[config.mk]
export PLATFORM = sky130hd
export DESIGN_NAME = matrix_multiply_top
export DESIGN_NICKNAME = d
export VERILOG_FILES = /design/src/mm_pkg.sv /design/src/mm_store.sv /design/src/mm_mac.sv /design/src/matrix_multiply_top.sv
export SDC_FILE = /design/constraint.sdc
export NUM_CORES = 2
export LEC_CHECK = 0
export ABC_CLOCK_PERIOD_IN_PS = 8100
export BUFFER_PORTS_ARGS = -buffer_cell sky130_fd_sc_hd__buf_2
export CAP_MARGIN = 25
export CORE_ASPECT_RATIO = 2
export CORE_MARGIN = 5
export CORE_UTILIZATION = 59
export DETAILED_ROUTE_END_ITERATION = 10
export PLACE_DENSITY_LB_ADDON = 0.08
export SLEW_MARGIN = 20
export SYNTH_ARGS = -nofsm -noshare
export SYNTH_HDL_FRONTEND = slang
export SYNTH_SLANG_ARGS = --single-unit
export TNS_END_PERCENT = 100
[constraint.sdc]
create_clock -name clk -period 8.1 [get_ports clk]
set_input_delay 1.62 -clock clk [delete_from_list [all_inputs] [get_ports clk]]
set_output_delay 1.62 -clock clk [all_outputs]
set_load 0.05 [all_outputs]
[src/mm_pkg.sv]
`timescale 1ns / 1ps

package mm_pkg;

	localparam int unsigned VAL_W     = 32;
	localparam int unsigned PROD_W    = 64;
	localparam int unsigned FRAC_W    = 16;
	localparam int unsigned FIELD_W   = 2;
	localparam int unsigned DIM_REG_W = 3;
	localparam int unsigned CFG_IDX_W = 2;
	localparam int unsigned TDATA_W   = 40;
	localparam int unsigned DEF_MAX_DIM = 4;

	localparam logic [DIM_REG_W-1:0] DIM_RESET = 3'd4;

	localparam logic [FIELD_W-1:0] MODE_LOAD_A = 2'd0;
	localparam logic [FIELD_W-1:0] MODE_LOAD_B = 2'd1;
	localparam logic [FIELD_W-1:0] MODE_START  = 2'd2;

	localparam logic [CFG_IDX_W-1:0] CFG_ROWS_A     = 2'd0;
	localparam logic [CFG_IDX_W-1:0] CFG_INNER_SIZE = 2'd1;
	localparam logic [CFG_IDX_W-1:0] CFG_COLS_B     = 2'd2;

	localparam logic [VAL_W-1:0] SAT_MAX = 32'h7FFF_FFFF;
	localparam logic [VAL_W-1:0] SAT_MIN = 32'h8000_0000;

	// control tag that travels with each multiply-accumulate term
	typedef struct packed {
		logic vld;
		logic first;
		logic last;
	} mac_ctl_t;

	// zero counts as one, anything above the array size saturates to it
	function automatic logic [3:0] clamp_dim(logic [DIM_REG_W-1:0] v, int unsigned maxd);
		logic [3:0] res;
		if (v == '0) begin
			res = 4'd1;
		end else if (32'(v) > maxd) begin
			res = 4'(maxd);
		end else begin
			res = {1'b0, v};
		end
		return res;
	endfunction

endpackage

[src/mm_store.sv]
`timescale 1ns / 1ps

module mm_store #(
	parameter int unsigned MAX_DIM = mm_pkg::DEF_MAX_DIM,
	parameter int unsigned AW      = 4
) (
	input  logic                     clk,
	input  logic                     we_a,
	input  logic                     we_b,
	input  logic [AW-1:0]            waddr,
	input  logic [mm_pkg::VAL_W-1:0] wdata,
	input  logic [AW-1:0]            raddr_a,
	input  logic [AW-1:0]            raddr_b,
	output logic [mm_pkg::VAL_W-1:0] rdata_a,
	output logic [mm_pkg::VAL_W-1:0] rdata_b
);
	import mm_pkg::*;

	localparam int unsigned DEPTH = MAX_DIM * MAX_DIM;

	logic [VAL_W-1:0] mem_a [DEPTH];
	logic [VAL_W-1:0] mem_b [DEPTH];

	always_ff @(posedge clk) begin
		if (we_a) begin
			mem_a[waddr] <= wdata;
		end
		rdata_a <= mem_a[raddr_a];
	end

	always_ff @(posedge clk) begin
		if (we_b) begin
			mem_b[waddr] <= wdata;
		end
		rdata_b <= mem_b[raddr_b];
	end

endmodule

[src/mm_mac.sv]
`timescale 1ns / 1ps

module mm_mac #(
	parameter int unsigned MAX_DIM = mm_pkg::DEF_MAX_DIM
) (
	input  logic                            clk,
	input  logic                            arst_n,
	input  mm_pkg::mac_ctl_t                ctl,
	input  logic signed [mm_pkg::VAL_W-1:0] rdata_a,
	input  logic signed [mm_pkg::VAL_W-1:0] rdata_b,
	output logic                            done,
	output logic [mm_pkg::VAL_W-1:0]        result
);
	import mm_pkg::*;

	localparam int unsigned ACC_W = PROD_W + $clog2(MAX_DIM) + 1;
	localparam int unsigned TOP_W = ACC_W - (VAL_W + FRAC_W) + 1;

	mac_ctl_t                  ctl_s1;
	mac_ctl_t                  ctl_s2;
	logic signed [PROD_W-1:0]  product_s2;
	logic signed [ACC_W-1:0]   acc_q;
	logic signed [ACC_W-1:0]   term;
	logic                      done_q;
	logic [TOP_W-1:0]          top_bits;
	logic                      fits;

	always_ff @(posedge clk or negedge arst_n) begin
		if (!arst_n) begin
			ctl_s1 <= '0;
			ctl_s2 <= '0;
			done_q <= 1'b0;
		end else begin
			ctl_s1 <= ctl;
			ctl_s2 <= ctl_s1;
			done_q <= ctl_s2.vld & ctl_s2.last;
		end
	end

	always_ff @(posedge clk) begin
		product_s2 <= rdata_a * rdata_b;
	end

	assign term = {{(ACC_W-PROD_W){product_s2[PROD_W-1]}}, product_s2};

	always_ff @(posedge clk) begin
		if (ctl_s2.vld) begin
			acc_q <= ctl_s2.first ? term : acc_q + term;
		end
	end

	// the shifted sum fits when every bit from bit 47 up equals the sign
	assign top_bits = acc_q[ACC_W-1:VAL_W+FRAC_W-1];
	assign fits     = (&top_bits) | ~(|top_bits);

	always_comb begin
		if (fits) begin
			result = acc_q[VAL_W+FRAC_W-1:FRAC_W];
		end else if (acc_q[ACC_W-1]) begin
			result = SAT_MIN;
		end else begin
			result = SAT_MAX;
		end
	end

	assign done = done_q;

endmodule

[src/matrix_multiply_top.sv]
`timescale 1ns / 1ps
// Load items (A or B element) are accepted back to back, one per cycle while idle; ready is high only in idle.
// A start item emits rows_a * cols_b results (dimensions clamped); each result is built in order:
// inner_size reads through the one shared multiplier, a drain through the pipeline registers, one push.
// The push waits until the output register is free; the block is not ready
// until the final result is loaded into the output register.
// Reset clears control state and sets each dimension register to 4; stores are not cleared.
module matrix_multiply_top #(
	parameter int unsigned MAX_DIM = mm_pkg::DEF_MAX_DIM
) (
	input  logic                          clk,
	input  logic                          arst_n,
	input  logic                          s_tvalid,
	output logic                          s_tready,
	// [1:0] row_index, [3:2] col_index, [35:4] element_value, [39:36] zero
	input  logic [mm_pkg::TDATA_W-1:0]    s_tdata,
	// [1:0] mode
	input  logic [mm_pkg::FIELD_W-1:0]    s_tuser,
	output logic                          m_tvalid,
	input  logic                          m_tready,
	// [1:0] out_row, [3:2] out_col, [35:4] product_value, [39:36] zero
	output logic [mm_pkg::TDATA_W-1:0]    m_tdata,
	output logic                          m_tlast,
	input  logic                          cfg_valid,
	output logic                          cfg_ready,
	input  logic [mm_pkg::CFG_IDX_W-1:0]  cfg_index,
	input  logic [mm_pkg::DIM_REG_W-1:0]  cfg_data
);
	import mm_pkg::*;

	localparam int unsigned IDX_W = (MAX_DIM > 1) ? $clog2(MAX_DIM) : 1;
	localparam int unsigned CNT_W = $clog2(MAX_DIM + 1);
	localparam int unsigned AW    = (MAX_DIM > 1) ? $clog2(MAX_DIM * MAX_DIM) : 1;

	typedef enum logic [3:0] {
		ST_IDLE  = 4'b0001,
		ST_ISSUE = 4'b0010,
		ST_DRAIN = 4'b0100,
		ST_PUSH  = 4'b1000
	} state_t;

	state_t                state_q;
	logic [DIM_REG_W-1:0]  rows_a_q;
	logic [DIM_REG_W-1:0]  inner_size_q;
	logic [DIM_REG_W-1:0]  cols_b_q;
	logic [CNT_W-1:0]      nr_q;
	logic [CNT_W-1:0]      nk_q;
	logic [CNT_W-1:0]      nc_q;
	logic [IDX_W-1:0]      r_q;
	logic [IDX_W-1:0]      c_q;
	logic [IDX_W-1:0]      k_q;

	logic                  out_valid_q;
	logic [FIELD_W-1:0]    out_row_q;
	logic [FIELD_W-1:0]    out_col_q;
	logic [VAL_W-1:0]      out_value_q;
	logic                  out_last_q;

	logic                  in_acc;
	logic [FIELD_W-1:0]    in_row;
	logic [FIELD_W-1:0]    in_col;
	logic [VAL_W-1:0]      in_value;
	logic                  in_range;
	logic                  we_a;
	logic                  we_b;
	logic [AW-1:0]         waddr;
	logic [AW-1:0]         raddr_a;
	logic [AW-1:0]         raddr_b;
	logic [VAL_W-1:0]      rdata_a;
	logic [VAL_W-1:0]      rdata_b;
	logic                  k_last;
	logic                  r_last;
	logic                  c_last;
	logic                  out_free;
	logic                  mac_done;
	logic [VAL_W-1:0]      mac_result;
	mac_ctl_t              mac_ctl;

	assign s_tready  = (state_q == ST_IDLE);
	assign cfg_ready = 1'b1;
	assign in_acc    = s_tvalid & s_tready;
	assign in_row    = s_tdata[1:0];
	assign in_col    = s_tdata[3:2];
	assign in_value  = s_tdata[35:4];

	assign in_range = (32'(in_row) < MAX_DIM) && (32'(in_col) < MAX_DIM);
	assign we_a     = in_acc && (s_tuser == MODE_LOAD_A) && in_range;
	assign we_b     = in_acc && (s_tuser == MODE_LOAD_B) && in_range;
	assign waddr    = AW'(32'(in_row) * MAX_DIM + 32'(in_col));
	assign raddr_a  = AW'(32'(r_q) * MAX_DIM + 32'(k_q));
	assign raddr_b  = AW'(32'(k_q) * MAX_DIM + 32'(c_q));

	assign k_last   = ((CNT_W'(k_q) + CNT_W'(1)) == nk_q);
	assign r_last   = ((CNT_W'(r_q) + CNT_W'(1)) == nr_q);
	assign c_last   = ((CNT_W'(c_q) + CNT_W'(1)) == nc_q);
	assign out_free = ~out_valid_q | m_tready;

	assign mac_ctl.vld   = (state_q == ST_ISSUE);
	assign mac_ctl.first = (k_q == '0);
	assign mac_ctl.last  = k_last;

	mm_store #(
		.MAX_DIM (MAX_DIM),
		.AW      (AW)
	) u_store (
		.clk     (clk),
		.we_a    (we_a),
		.we_b    (we_b),
		.waddr   (waddr),
		.wdata   (in_value),
		.raddr_a (raddr_a),
		.raddr_b (raddr_b),
		.rdata_a (rdata_a),
		.rdata_b (rdata_b)
	);

	mm_mac #(
		.MAX_DIM (MAX_DIM)
	) u_mac (
		.clk     (clk),
		.arst_n  (arst_n),
		.ctl     (mac_ctl),
		.rdata_a (rdata_a),
		.rdata_b (rdata_b),
		.done    (mac_done),
		.result  (mac_result)
	);

	always_ff @(posedge clk or negedge arst_n) begin
		if (!arst_n) begin
			rows_a_q     <= DIM_RESET;
			inner_size_q <= DIM_RESET;
			cols_b_q     <= DIM_RESET;
		end else if (cfg_valid) begin
			unique case (cfg_index)
				CFG_ROWS_A:     rows_a_q     <= cfg_data;
				CFG_INNER_SIZE: inner_size_q <= cfg_data;
				CFG_COLS_B:     cols_b_q     <= cfg_data;
				default: ;
			endcase
		end
	end

	always_ff @(posedge clk or negedge arst_n) begin
		if (!arst_n) begin
			state_q <= ST_IDLE;
			nr_q    <= '0;
			nk_q    <= '0;
			nc_q    <= '0;
			r_q     <= '0;
			c_q     <= '0;
			k_q     <= '0;
		end else begin
			unique case (state_q)
				ST_IDLE: begin
					if (in_acc && (s_tuser == MODE_START)) begin
						nr_q    <= CNT_W'(clamp_dim(rows_a_q, MAX_DIM));
						nk_q    <= CNT_W'(clamp_dim(inner_size_q, MAX_DIM));
						nc_q    <= CNT_W'(clamp_dim(cols_b_q, MAX_DIM));
						r_q     <= '0;
						c_q     <= '0;
						k_q     <= '0;
						state_q <= ST_ISSUE;
					end
				end
				ST_ISSUE: begin
					if (k_last) begin
						k_q     <= '0;
						state_q <= ST_DRAIN;
					end else begin
						k_q <= k_q + IDX_W'(1);
					end
				end
				ST_DRAIN: begin
					if (mac_done) begin
						state_q <= ST_PUSH;
					end
				end
				ST_PUSH: begin
					if (out_free) begin
						if (c_last) begin
							c_q <= '0;
							r_q <= r_q + IDX_W'(1);
							state_q <= r_last ? ST_IDLE : ST_ISSUE;
						end else begin
							c_q     <= c_q + IDX_W'(1);
							state_q <= ST_ISSUE;
						end
					end
				end
				default: state_q <= ST_IDLE;
			endcase
		end
	end

	// output register: hold until taken, reload in the same cycle it drains
	always_ff @(posedge clk or negedge arst_n) begin
		if (!arst_n) begin
			out_valid_q <= 1'b0;
		end else if ((state_q == ST_PUSH) && out_free) begin
			out_valid_q <= 1'b1;
		end else if (m_tready) begin
			out_valid_q <= 1'b0;
		end
	end

	always_ff @(posedge clk) begin
		if ((state_q == ST_PUSH) && out_free) begin
			out_row_q   <= FIELD_W'(r_q);
			out_col_q   <= FIELD_W'(c_q);
			out_value_q <= mac_result;
			out_last_q  <= r_last & c_last;
		end
	end

	assign m_tvalid = out_valid_q;
	assign m_tlast  = out_last_q;
	assign m_tdata  = {{(TDATA_W - VAL_W - 2 * FIELD_W){1'b0}}, out_value_q, out_col_q,
			out_row_q};

endmodule

# After elaboration in Yosys (flattened, before gate mapping)
# Memory sizes are Yosys's and may differ from the RTL's. A register that Yosys moved wholly into a read port is not among the register bits.
# Cells that the tools add are included.
dict set report totals {
  regBits 204
  latchBits 0
  mem_bits_rw 1024
  rom_bits 0
  in_bits 52
  out_inout_bits 44
  word_cells 117
  mem_count 2
}
dict set report op_classes {
  add_sub_neg 10
  mul 1
  n_div 0
  n_lt_le_gt_ge 3
  n_eq_ne 16
  n_shift 0
  n_mux 31
  n_bitwise 7
  n_reduce_logical 23
}
# name words width rd rd_ports_with_merged_regs wr line
set memory_table {}
lappend memory_table {u_store.mem_a 16 32 1 1 1 mm_store.sv:21} ;# logic [VAL_W-1:0] mem_a [DEPTH];
lappend memory_table {u_store.mem_b 16 32 1 1 1 mm_store.sv:22} ;# logic [VAL_W-1:0] mem_b [DEPTH];
# operator n
set ops {}
lappend ops {{adder 67 x 64 -> 67 bit} 1}
lappend ops {{two-way mux 67 bit} 1}
lappend ops {{multiplier 32 x 32 -> 64 bit} 1}
lappend ops {{two-way mux 32 bit} 2}
lappend ops {{AND reduction 20 bit} 1}
lappend ops {{OR reduction 20 bit} 1}
lappend ops {{two-way mux 3 bit} 6}
lappend ops {{two-way mux 2 bit} 8}
lappend ops {{two-way mux 4 bit} 4}
lappend ops {{case mux 4 bit (4 select lines)} 1}
lappend ops {{adder 4 x 2 -> 4 bit} 3}
lappend ops {{case mux 2 bit (2 select lines)} 3}
lappend ops {{AND reduction 2 bit} 5}
lappend ops {{adder 2 x 1 -> 3 bit, second input constant} 3}
lappend ops {{== test 3 bit} 3}
lappend ops {{greater-than comparator 3 bit, second input constant} 3}
lappend ops {{zero test 3 bit} 3}
lappend ops {{AND reduction 4 bit} 2}
lappend ops {{adder 2 x 1 -> 2 bit, second input constant} 3}
lappend ops {{zero test 2 bit} 3}
lappend ops {{two-way mux 1 bit} 6}
lappend ops {{!= test 2 bit, second input constant} 3}
lappend ops {{nonzero test 2 bit} 3}
lappend ops {{== test 2 x 1 -> 1 bit, second input constant} 2}
lappend ops {{11 further kinds} 20}

# Logic depth before layout (Yosys ltp)
dict set report depth {
  ltp_word 6
  ltp_mapped 29
}

# By module
# A second synthesis with hierarchy kept.
dict set report unflattened {
  cells_unflattened 6625
  hier_area_um2 86879.6
}
# module n_inst cells_per_inst area_per_inst_um2
set by_module_without_submodules {}
lappend by_module_without_submodules {mm_mac 1 4770 44545.2}
lappend by_module_without_submodules {mm_store 1 1678 39663.0}
lappend by_module_without_submodules {matrix_multiply_top 1 177 2671.3}

# Least setup slack after synthesis
# Ideal clock, no wire load.
dict set report synth_timing {
  path_kind {flip-flop to flip-flop}
  start {register u_store.rdata_a[31] in the netlist's numbering (read register of u_store.mem_a)}
  end {register u_mac.product_s2[62]}
  setup_time_ns 0.095
  arrival_ns 7.589
  setup_slack_ns 0.416
  stages_incl_launch_ff 25
  period_less_slack_ns 7.684
  cell_sequence {dfxtp_1 -> clkbuf_1 -> nand2_1 -> inv_1 -> fa_1 -> fa_1 -> fa_1 -> fa_1 -> fa_1 -> fa_1 -> fa_1 -> inv_1 -> fa_1 -> inv_1 -> ha_1 -> clkbuf_1 -> nand4_1 -> or3_1 -> nor4_1 -> a32oi_1 -> a31oi_1 -> a41oi_2 -> a31oi_1 -> a311oi_1 -> a221oi_1}
}
dict set report synth_via {
  elab_chain_len 1
}
# item line
set synth_rtl {}
lappend synth_rtl {{from (decl)} mm_store.sv:14} ;# output logic [mm_pkg::VAL_W-1:0] rdata_a,
lappend synth_rtl {{multiplier 32 x 32 -> 64 bit} mm_mac.sv:41} ;# product_s2 <= rdata_a * rdata_b;
lappend synth_rtl {{to (signal assigned)} mm_mac.sv:41}
lappend synth_rtl {{to (decl)} mm_mac.sv:21} ;# logic signed [PROD_W-1:0] product_s2;
# No other way between the ends.
# A chain may end at the register's enable or synchronous reset.

# Final worst setup path
dict set report layout_timing {
  start {register u_store.rdata_b[10] in the netlist's numbering (read register of u_store.mem_b)}
  end {register u_mac.product_s2[53]}
}
dict set report layout_via {
  elab_chain_len 1
}
# item line
set layout_rtl {}
lappend layout_rtl {{from (decl)} mm_store.sv:15} ;# output logic [mm_pkg::VAL_W-1:0] rdata_b
lappend layout_rtl {{multiplier 32 x 32 -> 64 bit} mm_mac.sv:41}
# No other way between the ends.

==> results by group <==
Floorplanning
  – Ports: 96
  – FP Rows: 199
  – Core Region: 0.147 mm²
  – Chip width: approximately 280 µm
  – Initial Utilization: 0.592
  – Die ar.: 0.155 mm²
  – Die height: 553 µm

Pwr
  – Max VDD drop: 0.000239 V
  – Power per cell area: 133 mW/mm²
  – Design Power: 12.6 mW
  – Leak Pwr: 38.0 nW

Global route
  – Largest net degree at the start of global routing: 100
  – Grt total ovfl: 0
  – Initial antenna violation count: 3
  – First-pass GRT wire length: 332000 µm
  – GRT Util Overall: 0.283
  – Vias in the first global route: 57300

CTS
  – CTS Buf Count: 105
  – Clk root buf: clkbuf_16
  – Clock latency on the worst-skew pair: around 0.73 ns
  – CTS sink cnt: around 1300
  – Worst-case clock buffer depth: 3
  – Max H-tree Level: 3
  – Hold buffers post-CTS: 0
  – CTS tree: built
  – Clock Pin Slew Worst Setup and Hold Paths: 0.06 ns

Place
  – Final HPWL DP: roughly 160000 µm
  – IO Port Bufs: 86
  – Placer Congestion: 0.959

Timing
  – Final Setup Violations: 0
  – Hold slack: 0.354 ns
  – Final worst path period share: 0.970
  – Fmax: 0.127 GHz
  – Max-slew violation count: 0
  – Final Skew: between 0.05 and 0.06 ns
  – Actual transition at the worst max-transition pin: 0.983 ns
  – Hold Vio Cnt, Final: 0
  – Relative slew slack: 0.345
  – Min cycle time layout: just under 8 ns

Flow run
  – Max Cap Violations: 0

Min path
  – Hold path cells: 0
  – HP Class: reg2reg

Setup path
  – Setup crit start kind: flop
  – Critical path fanouts, max: 24
  – Worst EP arrival: around 8.4 ns
  – Worst Path Class, Setup: reg2reg
  – Reg2reg path depth: 24
  – Endpoint class of the critical path: flop
  – CP Data Required Time: 8.66 ns

Yosys
  – Most area-hungry cell type in the Yosys netlist: edfxtp_1
  – Register area share after synthesis: 0.430
  – Synth top area cells: edfxtp_1 39%, fa_1 25%, mux4_2 8.3%
  – Cell count after synthesis: 6507
  – Ys Warns: 0
  – #FFs+latches synth: 1292
  – Commonest cells in the netlist: 1128 x edfxtp_1, 1083 x fa_1, 1015 x inv_1
  – Netlist cell types: 79
  – Cell Area, Synth: 0.0868 mm²
  – Async set-reset flop share out of synthesis: 0.0279
  – Synth Area per Inst: 13.3 µm²
  – Post-synth EDFFs: 1128
  – Share of the synthesized area in the top cell type: 0.390
  – Most common cell in the netlist: edfxtp_1
  – Synth Flop Type: edfxtp_1

Detailed routing
  – Via/cell ratio: between 5 and 6
  – Detailed-route via count: 51100
  – Final WL: 215000 µm
  – DRC: 0
  – Initial DRT Pass Iterations: 5
  – Antenna-violating nets left: 0
  – Initial drt markers: 3619
  – Mean routed wirelength per cell: 24.9 µm

Cells and area
  – Multi-input gate area: 0.0446 mm²
  – Area delta synth->final: 9.17%
  – Fillcell total: between 10000 and 15000
  – Storage cell area: 0.0374 mm²
  – NumNets Final: 7998
  – Share of cells above drive strength 1: 0.134

Status
  – Outcome: finished, final reports clean
[state kept, by name, summed over array words and instances (netlist names), 4 cells and up]
signal	flops
out_value_q	32
u_store.rdata_b	32
u_mac.product_s2	64
u_store.mem_b	512
u_store.rdata_a	32
u_store.mem_a	512
state_q	4
u_mac.acc_q	67
[worst max-delay path: stages (launching register included)]
cell	delay, ns
dfxtp_1	0.35
buf_12	0.20
buf_4	0.22
and2_1	0.16
fa_1	0.44
fa_1	0.57
inv_1	0.08
fa_1	0.46
fa_1	0.55
inv_1	0.05
fa_1	0.57
fa_1	0.43
fa_1	0.51
fa_1	0.43
ha_1	0.33
a21oi_1	0.19
o21bai_1	0.08
a21o_1	0.22
a221oi_1	0.29
o21ai_0	0.19
or4_1	0.53
o2111a_1	0.19
nor3_1	0.31
o21ai_0	0.17
xor2_1	0.15
[logic make-up (layout without fill, tap and decap cells)]
group | Yosys count | after routing | synth area share
XOR/XNOR | 137 | 137 | 0.0138
AND/OR/NAND/NOR | 1507 | 1507 | 0.0862
AO/OA/AOI/OAI | 541 | 541 | 0.0397
multiplexers | 334 | 334 | 0.0848
other | 2 | 8 | 0.0000865
flip-flops | 1292 | 1292 | 0.430
adder cells (fa/ha/maj) | 1337 | 1337 | 0.286
buffers and inverters | 1357 | 1547 | 0.0590
[final timing paths]
check	startpoint	endpoint	slack, ns
worst max-delay path	u_store.rdata_b[10]$_DFF_P_	u_mac.product_s2[53]$_DFF_P_	0.24
worst min-delay path	u_mac.ctl_s1[2]$_DFF_PN0_	u_mac.ctl_s2[2]$_DFF_PN0_	0.35
worst max register to register	u_store.rdata_b[10]$_DFF_P_	u_mac.product_s2[53]$_DFF_P_	0.24
worst min register to register	u_mac.ctl_s1[2]$_DFF_PN0_	u_mac.ctl_s2[2]$_DFF_PN0_	0.35
max in group asynchronous	arst_n	c_q[1]$_DFFE_PN0P_	6.47
min in group asynchronous	arst_n	nk_q[1]$_DFFE_PN0P_	0.99
[final cells by class]
class,count,share of cell area
clock buffer,138,0.0301
inverter,1016,0.0402
tap,1909,0.0252
antenna,3,0.0000792
timing repair buffer,333,0.0314
sequential,1292,0.394
clock inverter,60,0.00781
multi-input combinational,3861,0.471
[timing repair]
| action | 4_1_cts | 5_1_grt |
|---|---|---|
| buffers inserted | 0 | 0 |
| gates resized for setup | 0 | 18 |
| setup endpoints to repair | 0 | 12 |
[layer usage]
metal / part of all wire / vias to the layer above / track usage
li1: - / 21900 / -
met1: 0.33 / 26800 / 0.306
met2: 0.57 / 1655 / 0.543
met3: 0.041 / 699 / 0.0293
met4: 0.062 / 0 / 0.139
met5: 0 / - / 0
[through the flow]
stage | cell area (µm²) | setup slack [ns] | utilization | cells | setup TNS, ns
4_1_cts | 94700 | 0.0433 | 0.646 | 8609 | 0
3_3_place_gp | 91100 | 0.0713 | 0.621 | 8410 | 0
3_5_place_dp | 91100 | 0.0528 | 0.621 | 8411 | 0
6_report | 94800 | 0.244 | 0.646 | 8612 | 0
5_1_grt | 94800 | -0.0183 | 0.646 | 8610 | -0.0258
2_1_floorplan | 86800 | 0.416 | - | 6510 | 0
[power breakdown]
group / internal [mW] / switching [mW] / total (mW) / leakage [nW]
combinational: 0.0193 / 0.0921 / 0.111 / 24.5
sequential: 7.23 / 0.00637 / 7.23 / 11.8
clock: 2.87 / 2.42 / 5.29 / 1.74
[cell usage in the layout (no fill, tap or decap), types with 12 or more instances in the layout]
cell type and instances:
mux4_2 320, nand4_1 32, ha_1 254, o211ai_1 12
a21oi_1 121, xnor2_1 91, buf_12 55, nor2b_1 21
inv_1 1014, clkbuf_1 24, fa_1 1081, xor2_1 46
nor4_1 12, a211oi_1 17, nand3_1 41, dfrtp_1 24
nor2_4 25, o21ai_0 161, clkinv_2 17, a31oi_1 23
a21o_1 97, clkbuf_16 106, nor3_1 19, buf_4 192
dfxtp_1 119, and2_1 524, nand2b_1 26, nand2_1 646
buf_2 86, nor2_1 93, clkinv_1 14, and3_1 19
edfxtp_1 1128
No activity file was read; power rests on OpenSTA's default activity.
